File: src/design/clnw_pkg.sv
package clnw_pkg;

   localparam int LINE_CHARS = 16;
   localparam int POS_W      = $clog2(2 * LINE_CHARS + 1);
   localparam int PC_W       = 6;

   typedef enum logic [2:0] {
      OP_INIT         = 3'd0,
      OP_COMMAND      = 3'd1,
      OP_RAW_CHAR     = 3'd2,
      OP_STRING_CHAR  = 3'd3,
      OP_STRING_CLEAR = 3'd4,
      OP_STRING_START = 3'd5,
      OP_GOTO         = 3'd6
   } opcode_type;

   typedef enum logic [1:0] {
      CSR_POWER_UP_WAIT = 2'd0,
      CSR_FIRST_STROBE  = 2'd1,
      CSR_STROBE_WAIT   = 2'd2
   } csr_index_type;

   typedef enum logic [1:0] {
      NIB_CONST   = 2'd0,
      NIB_DATA_HI = 2'd1,
      NIB_DATA_LO = 2'd2
   } nib_sel_type;

   typedef enum logic [1:0] {
      WAIT_ZERO   = 2'd0,
      WAIT_POWER  = 2'd1,
      WAIT_FIRST  = 2'd2,
      WAIT_STROBE = 2'd3
   } wait_sel_type;

   typedef struct packed {
      nib_sel_type  nib_sel;
      logic [3:0]   nib_const;
      logic         reg_select;
      logic         enable;
      wait_sel_type wait_sel;
      logic         last;
   } ucode_word_type;

   localparam logic [PC_W-1:0] PC_INIT   = PC_W'(0);
   localparam logic [PC_W-1:0] PC_CMD    = PC_W'(29);
   localparam logic [PC_W-1:0] PC_ROW2   = PC_W'(33);
   localparam logic [PC_W-1:0] PC_CHAR   = PC_W'(37);
   localparam logic [PC_W-1:0] PC_CLEAR  = PC_W'(41);
   localparam logic [PC_W-1:0] PC_END    = PC_W'(44);

   localparam logic [7:0] CMD_LINE2 = 8'hC0;
   localparam logic [7:0] CMD_LINE1 = 8'h80;
   localparam logic [7:0] CMD_CLEAR = 8'h01;

   function automatic ucode_word_type uw(nib_sel_type s, logic [3:0] c, logic rs,
                                         logic en, wait_sel_type w, logic last);
      ucode_word_type r;
      r.nib_sel    = s;
      r.nib_const  = c;
      r.reg_select = rs;
      r.enable     = en;
      r.wait_sel   = w;
      r.last       = last;
      return r;
   endfunction

   // four phases of one byte: high nibble strobe, high low, low strobe, low low
   function automatic ucode_word_type const_byte_step(logic [7:0] b, logic [1:0] k,
                                                      logic last);
      logic [3:0] nib;
      nib = k[1] ? b[3:0] : b[7:4];
      return uw(NIB_CONST, nib, 1'b0, ~k[0], k[0] ? WAIT_ZERO : WAIT_STROBE,
                last & (k == 2'd3));
   endfunction

   function automatic ucode_word_type data_byte_step(logic rs, logic [1:0] k);
      return uw(k[1] ? NIB_DATA_LO : NIB_DATA_HI, 4'h0, rs, ~k[0],
                k[0] ? WAIT_ZERO : WAIT_STROBE, k == 2'd3);
   endfunction

   function automatic logic [7:0] init_byte(logic [2:0] idx);
      logic [7:0] r;
      case (idx)
         3'd0:    r = 8'h28;
         3'd1:    r = 8'h08;
         3'd2:    r = 8'h01;
         3'd3:    r = 8'h06;
         default: r = 8'h0C;
      endcase
      return r;
   endfunction

   function automatic ucode_word_type ucode_rom(logic [PC_W-1:0] pc);
      ucode_word_type r;
      logic [PC_W-1:0] off;
      off = '0;
      if (pc == PC_INIT) begin
         r = uw(NIB_CONST, 4'h0, 1'b0, 1'b0, WAIT_POWER, 1'b0);
      end else if (pc <= PC_W'(8)) begin
         r = uw(NIB_CONST, (pc >= PC_W'(7)) ? 4'h2 : 4'h3, 1'b0, pc[0],
                pc[0] ? ((pc == PC_W'(1)) ? WAIT_FIRST : WAIT_STROBE) : WAIT_ZERO,
                1'b0);
      end else if (pc < PC_CMD) begin
         off = pc - PC_W'(9);
         r = const_byte_step(init_byte(off[4:2]), off[1:0], pc == (PC_CMD - PC_W'(1)));
      end else if (pc < PC_ROW2) begin
         off = pc - PC_CMD;
         r = data_byte_step(1'b0, off[1:0]);
      end else if (pc < PC_CHAR) begin
         off = pc - PC_ROW2;
         r = const_byte_step(CMD_LINE2, off[1:0], 1'b0);
      end else if (pc < PC_CLEAR) begin
         off = pc - PC_CHAR;
         r = data_byte_step(1'b1, off[1:0]);
      end else begin
         off = pc - PC_CLEAR;
         r = const_byte_step(CMD_CLEAR, off[1:0], 1'b1);
      end
      return r;
   endfunction

endpackage

File: src/design/char_lcd_nibble_writer_unit.sv
// channel | ports           | beat contents (low bit up)
// req     | req_tdata       | opcode[2:0] data_byte[10:3] column[18:11] row[26:19]
// rsp     | rsp_tdata/tlast | reg_select read_write enable bus_nibble[3:0] wait_ms[7:0]; last
// csr     | csr_we          | csr_index selects the register, csr_wdata the value
// One bus phase leaves per cycle while rsp_tready is high; a byte is four phases.
// A string char on the line break sends the line-2 command before the char; init sends
// the wake-up nibbles and then the init bytes; a request without output only updates state.
// The step counter of the control store sets the pace; rsp_tready low holds it.
// reset clears the sequencer, string position and output valid, and reloads csrs.
module char_lcd_nibble_writer_unit import clnw_pkg::*; (
   input  logic        clock,
   input  logic        reset,
   input  logic        req_tvalid,
   output logic        req_tready,
   input  logic [31:0] req_tdata,   // opcode, data_byte, column, row
   output logic        rsp_tvalid,
   input  logic        rsp_tready,
   output logic [15:0] rsp_tdata,   // reg_select, read_write, enable, bus_nibble, wait_ms
   output logic        rsp_tlast,
   input  logic        csr_we,
   input  logic [1:0]  csr_index,
   input  logic [7:0]  csr_wdata
);

   logic [7:0]      power_wait_ff, first_wait_ff, strobe_wait_ff;
   logic [POS_W-1:0] pos_ff, pos_in;
   logic            busy_ff, busy_in;
   logic [PC_W-1:0] pc_ff, pc_in;
   logic [7:0]      data_ff, data_in;
   logic            rsp_valid_ff, rsp_valid_in;
   logic [14:0]     rsp_data_ff, rsp_data_in;
   logic            rsp_last_ff, rsp_last_in;

   logic [2:0]      op;
   logic [7:0]      in_data, in_col, in_row;
   logic            accept, step;
   ucode_word_type  word;
   logic [3:0]      nib;
   logic [7:0]      wait_val;

   assign op      = req_tdata[2:0];
   assign in_data = req_tdata[10:3];
   assign in_col  = req_tdata[18:11];
   assign in_row  = req_tdata[26:19];

   assign req_tready = ~busy_ff;
   assign accept     = req_tvalid & ~busy_ff;
   assign step       = busy_ff & (~rsp_valid_ff | rsp_tready);
   assign word       = ucode_rom(pc_ff);

   always_comb begin
      case (word.nib_sel)
         NIB_DATA_HI: nib = data_ff[7:4];
         NIB_DATA_LO: nib = data_ff[3:0];
         default:     nib = word.nib_const;
      endcase
      case (word.wait_sel)
         WAIT_POWER:  wait_val = power_wait_ff;
         WAIT_FIRST:  wait_val = first_wait_ff;
         WAIT_STROBE: wait_val = strobe_wait_ff;
         default:     wait_val = 8'd0;
      endcase
   end

   always_comb begin
      busy_in = busy_ff;
      pc_in   = pc_ff;
      data_in = data_ff;
      pos_in  = pos_ff;
      if (accept) begin
         data_in = in_data;
         case (op)
            OP_INIT: begin
               busy_in = 1'b1;
               pc_in   = PC_INIT;
            end
            OP_COMMAND: begin
               busy_in = 1'b1;
               pc_in   = PC_CMD;
            end
            OP_RAW_CHAR: begin
               busy_in = 1'b1;
               pc_in   = PC_CHAR;
            end
            OP_STRING_CHAR: begin
               if (pos_ff < POS_W'(2 * LINE_CHARS)) begin
                  busy_in = 1'b1;
                  pc_in   = (pos_ff == POS_W'(LINE_CHARS)) ? PC_ROW2 : PC_CHAR;
                  pos_in  = pos_ff + POS_W'(1);
               end
            end
            OP_STRING_CLEAR: begin
               busy_in = 1'b1;
               pc_in   = PC_CLEAR;
               pos_in  = '0;
            end
            OP_STRING_START: begin
               pos_in = '0;
            end
            OP_GOTO: begin
               data_in = ((in_row == 8'd0) ? CMD_LINE1 : CMD_LINE2) + in_col;
               if (in_col < 8'(LINE_CHARS) && (in_row == 8'd0 || in_row == 8'd1)) begin
                  busy_in = 1'b1;
                  pc_in   = PC_CMD;
               end
            end
            default: begin
               busy_in = 1'b0;
            end
         endcase
      end else if (step) begin
         busy_in = ~word.last;
         pc_in   = (pc_ff == PC_END) ? pc_ff : pc_ff + PC_W'(1);
      end
   end

   always_comb begin
      rsp_valid_in = rsp_valid_ff & ~rsp_tready;
      rsp_data_in  = rsp_data_ff;
      rsp_last_in  = rsp_last_ff;
      if (step) begin
         rsp_valid_in = 1'b1;
         rsp_data_in  = {wait_val, nib, word.enable, 1'b0, word.reg_select};
         rsp_last_in  = word.last;
      end
   end

   always_ff @(posedge clock) begin
      if (reset) begin
         power_wait_ff  <= 8'd70;
         first_wait_ff  <= 8'd6;
         strobe_wait_ff <= 8'd2;
      end else if (csr_we) begin
         case (csr_index)
            CSR_POWER_UP_WAIT: power_wait_ff  <= csr_wdata;
            CSR_FIRST_STROBE:  first_wait_ff  <= csr_wdata;
            CSR_STROBE_WAIT:   strobe_wait_ff <= csr_wdata;
            default:           ;
         endcase
      end
   end

   always_ff @(posedge clock) begin
      if (reset) begin
         busy_ff      <= 1'b0;
         pc_ff        <= PC_INIT;
         pos_ff       <= '0;
         rsp_valid_ff <= 1'b0;
      end else begin
         busy_ff      <= busy_in;
         pc_ff        <= pc_in;
         pos_ff       <= pos_in;
         rsp_valid_ff <= rsp_valid_in;
      end
   end

   always_ff @(posedge clock) begin
      data_ff     <= data_in;
      rsp_data_ff <= rsp_data_in;
      rsp_last_ff <= rsp_last_in;
   end

   assign rsp_tvalid = rsp_valid_ff;
   assign rsp_tdata  = {1'b0, rsp_data_ff};
   assign rsp_tlast  = rsp_last_ff;

endmodule

File: config.mk
export PLATFORM = sky130hd
export DESIGN_NAME = char_lcd_nibble_writer_unit
export DESIGN_NICKNAME = d
export VERILOG_FILES = /design/src/design/clnw_pkg.sv /design/src/design/char_lcd_nibble_writer_unit.sv
export SDC_FILE = /design/constraint.sdc
export NUM_CORES = 1
export LEC_CHECK = 0
export BUFFER_PORTS_ARGS = -buffer_cell sky130_fd_sc_hd__buf_2
export CAP_MARGIN = 20
export CORE_MARGIN = 2
export CORE_UTILIZATION = 26
export DETAILED_ROUTE_END_ITERATION = 8
export SLEW_MARGIN = 20
export SYNTH_ARGS = -nofsm -noshare
export SYNTH_HDL_FRONTEND = slang
export SYNTH_SLANG_ARGS = --single-unit
File: constraint.sdc
create_clock -name clock -period 5.2 [get_ports clock]
set_clock_uncertainty 0.2 [all_clocks]
set_input_delay 0.26 -clock clock [delete_from_list [all_inputs] [get_ports clock]]
set_output_delay 0.26 -clock clock [all_outputs]
set_load 0.02 [all_outputs]
# Word level (Yosys, flattened, before mapping)
# Cells that the tools add are included.
# W data, S select, Z words.
# totals
regBits,61
input_bits,47
out_inout_bits,19
word_cells,130
# op_classes
n_addsub,8
n_lt_le_gt_ge,8
eq_ne,31
mux,39
n_bitwise,14
reduce_logical,18
# ops
operator,n
$mux W11,6
$mux W6,6
$pmux W6 S6,1
$lt A6 B6 Y1 const B,4
$pmux W6 S4,1
$pmux W8 S3,1
$eq A2 B2 Y1 const B,8
$mux W2,8
$add A6 B1 Y6 const B,2
$eq A3 B2 Y1 const B,4
$eq A6 B5 Y1 const B,2
$pmux W6 S2,1
$eq A3 B3 Y1 const B,3
$not A1 Y1,9
$add A8 B8 Y8,1
$eq A8 B1 Y1 const B,1
$logic_not A8 Y1,1
$lt A8 B5 Y1 const B,1
$mux W1,8
$mux W4,2
$mux W8,1
$pmux W4 S2,1
$sub A2 B1 Y2 const B,4
$mux W7,1
other kinds (28),41

# Longest topological paths before layout
# logic_depth
depth_word,11
depth_mapped,14
depth_no_buf,12

# Worst setup path before layout
# Ideal clock, no wire load.
# synth_timing
path_type,reg2reg
startpoint,register pc_ff[0]
endpoint,"register rsp_data_ff[3], data pin"
setup_ns,0.268
t_arrival_ns,2.605
required_ns,4.732
path_slack_ns,2.127
stages_incl_launch_ff,14
path_buffers,4
synth_period_minus_slack_ns,3.073
cell_sequence,dfxtp_1 inv_1 clkbuf_1 ha_1 buf_2 buf_1 mux2i_1 o31ai_1 nand2b_1 ha_1 clkbuf_1 nor2_1 a41oi_1 o41ai_1
# synth_between
elab_chain_len,10
word_cells_on_any_way,30
classes_between,add/sub (4); order compare (6); eq/ne (5); mux (13); reduce/logical (2)
# synth_lines
element,line_no,source
"start, declared",char_lcd_nibble_writer_unit.sv:28,"logic [PC_W-1:0] pc_ff, pc_in;"
"start signal, assigned",char_lcd_nibble_writer_unit.sv:151,pc_ff <= pc_in;
branches (longest 7 deep; another with $sub A5 B4 Y5),-,
$mux W11 *,clnw_pkg.sv:98,if (pc == PC_INIT) begin
$eq A2 B2 Y1 / $eq A2 B1 Y1 (equally long branches),char_lcd_nibble_writer_unit.sv:52,case (word.nib_sel)
$pmux W4 S2 *,char_lcd_nibble_writer_unit.sv:52,
via nib[0],char_lcd_nibble_writer_unit.sv:38,logic [3:0] nib;
"end signal, assigned",char_lcd_nibble_writer_unit.sv:159,rsp_data_ff <= rsp_data_in;
"end, declared",char_lcd_nibble_writer_unit.sv:31,"logic [14:0] rsp_data_ff, rsp_data_in;"
# Mark *: on every way through the listed nets, which the timed path passes.
# A chain may end at the register's enable or synchronous reset.

# Final worst setup path
# Ends and elaborated chain as after synthesis.

==> run_results.csv <==
group,metric,value,unit
cts,clk_latency,0.33,ns
min_path,hp-class,"input pin to flop",
timing,setup_ws,1.790,ns
worst_setup_path,r2r_cells,10,
timing,max_freq,0.2933,GHz
detailed_routing,route.vias.total,2832,
cts,cts_resized,0,
detailed_routing,wire_per_inst,13.67,µm
worst_setup_path,critical_path_class,"flop to flop",
timing,hold_viol,0,
floorplanning,die_area,0.01408,mm²
detailed_routing,drc,0,
final_layout,multi_input_area,0.001788,mm²
floorplanning,start_util,26.87,%
worst_setup_path,cp_max_fo,18,
detailed_routing,routed_via_density,4.833,
grt,antenna_found_initial,0,
worst_setup_path,crit_start,"pc_ff[0]",
cts,clk_pin_slew,0.06,ns
cts,htreeDepth,3,
grt,grt_overflow_total,0,
timing,rsz0062_at_grt,"false",
worst_setup_path,crit_arrival,3.27,ns
cts,clk_path_buf_depth,2,
logic_synthesis,synth-seq-cells,61,
power,p_per_area,344.9,mW/mm²
place,place_ws,1.793,ns
logic_synthesis,async_flop_share,0,%
final_layout,fin_util,32.32,%
logic_synthesis,synth.distinct_cells,67,
place,post-dp-hpwl,5556,µm
timing,fin_setup_tns,0,ns
logic_synthesis,yosysSeqAreaShare,42.46,%
timing,max_slew_margin,39.01,%
place,routabilityCongestion,0.8322,
logic_synthesis,ys_dominant_reg_cell,"dfxtp_1",
detailed_routing,ant_nets,0,
floorplanning,core_area,0.01272,mm²
final_layout,nets,465,
cts,clock_sinks,61,
grt,grt.total_usage,11.73,%
final_layout,fillCellCount,1352,
final_layout,antenna_cells,0,
timing,hold_slack,0.001603,ns
place,port_buffers,58,
timing,fin_crit_sh,65.57,%
cts,cts_tree,"yes",
floorplanning,rows,41,
grt,grt_max_degree,37,
min_path,whs_path_depth,3,
cts,cts_inserted_buffers,9,
floorplanning,ios,66,
logic_synthesis,ys_warn_count,0,
floorplanning,die_x,118.7,µm
job,maxCapViolations,0,
logic_synthesis,netlist_area,0.003418,mm²
final_layout,layout_common_cells,"buf_2 (58), dfxtp_1 (38), nor2_1 (36)",
final_layout,final_common_cell,"buf_2",
final_layout,area_growth,20.28,%
worst_setup_path,rr_startpoint,"pc_ff[0]",
detailed_routing,drt_first_pass_iters,4,
logic_synthesis,synth_edf_count,23,
power,finalPower,1.418,mW
timing,fin_crit,3.410,ns
cts,holdBufCountCts,3,
grt,grt_pass1_wl,13410,µm
cts,root_buffer,"clkbuf_16",
worst_setup_path,worstPathRequired,5.06,ns
logic_synthesis,avgSynthCellArea,9.443,µm²
logic_synthesis,syn_inst,362,
worst_setup_path,endpoint_kind,"flop",
final_layout,final-seq-area,0.001451,mm²
cts,postCtsSetupBuffers,0,
power,p_leak,1.630,nW
final_layout,drive_gt1_share,22.46,%
power,ir_drop,0.1153,mV
min_path,hold_start,"csr_wdata[0]",
detailed_routing,drt-total-wl,8013,µm
grt,grt_pass1_vias,2899,
timing,finalSetupViolations,0,
detailed_routing,initialDrtViolationCount,164,
run_status,status,"complete, no violations",
timing,drv_slew,0,
timing,tightest_slew,0.9135,ns
worst_setup_path,cp-start-kind,"flop",
floorplanning,fp.dieH,118.7,µm
[critical path, stage by stage, from the launching register on]
cell and delay (ns):
dfxtp_1 0.36, inv_1 0.37, ha_1 0.67, mux2i_1 0.16, o31ai_1 0.44, nand2_1 0.12
ha_1 0.26, a22oi_1 0.19, nor2_1 0.06, a41oi_1 0.19, o41ai_1 0.11
[sequential cells by signal (all words and copies together) (netlist names)]
register	flops
rsp_data_ff	14
data_ff	8
strobe_wait_ff	8
busy_ff	1
power_wait_ff	8
first_wait_ff	8
pc_ff	6
rsp_tlast	1
rsp_tvalid	1
pos_ff	6
[synthesized netlist by cell type, drive strengths merged, types with 3 or more instances]
library cell / n / area (µm²)
o22ai: 3 / 18.77
mux2: 7 / 78.83
nor2b: 11 / 68.82
edfxtp: 23 / 690.7
o21ai: 22 / 110.1
a211o: 9 / 78.83
and3: 4 / 25.02
a21o: 3 / 22.52
nor3: 8 / 40.04
nand3b: 6 / 45.04
mux2i: 20 / 200.2
ha: 9 / 112.6
inv: 10 / 37.53
clkbuf: 12 / 45.04
nor3b: 3 / 22.52
nor2: 37 / 146.4
nand3: 5 / 25.02
nand2b: 5 / 33.78
a22oi: 13 / 97.59
a21oi: 14 / 73.82
xor2: 5 / 43.79
o31ai: 5 / 37.54
xnor2: 6 / 52.55
nand2: 28 / 105.1
nor4: 3 / 33.78
buf: 16 / 92.58
dfxtp: 38 / 760.7
[final timing paths]
| kind | slack [ns] | to |
|---|---|---|
| setup / recovery | 1.79 | rsp_data_ff[3] |
| hold reg to reg | 0.28 | strobe_wait_ff[1] |
| setup reg to reg | 1.79 | rsp_data_ff[3] |
| hold / removal | 0.002 | first_wait_ff[0] |
[per-layer routing]
metal	vias to the layer above	track usage (%)	routed length [µm]
li1	1401	-	-
met1	1356	13.49	3619
met2	54	20.08	3854
met3	21	2.944	322
met4	0	5.952	216
met5	-	0	0
[cell families (layout without fill, tap and decap cells)]
| kind of cell | count (synthesis) | count (layout) | share of synthesized area [%] |
|---|---|---|---|
| fa+ha+maj | 9 | 9 | 3.294 |
| flops | 61 | 61 | 42.46 |
| other cells | 1 | 2 | 0.1097 |
| simple gates | 122 | 122 | 18.59 |
| mux | 27 | 27 | 8.163 |
| xor+xnor | 11 | 11 | 2.818 |
| buf+inv | 40 | 91 | 5.344 |
| compound gates | 91 | 91 | 19.22 |
[per-stage QoR]
step | cells | instance area (µm²)
2_1_floorplan | 363 | 3422
4_1_cts | 586 | 4111
3_3_place_gp | 567 | 3805
3_5_place_dp | 567 | 3805
5_1_grt | 586 | 4111
6_report | 586 | 4111
[cell type report]
cell class / instances / share of cell area [%]
tap: 172 / 5.234
clock inverter: 7 / 1.248
inverter: 12 / 1.096
sequential: 61 / 35.30
timing repair buffer: 63 / 8.156
clock buffer: 9 / 5.478
multi-input combinational: 262 / 43.49
[power by group]
part / internal [mW] / switching, mW
sequential: 0.539 / 0.0304
clock: 0.323 / 0.220
combinational: 0.114 / 0.190
total: 0.977 / 0.441
(Power assumes the default switching activity.)
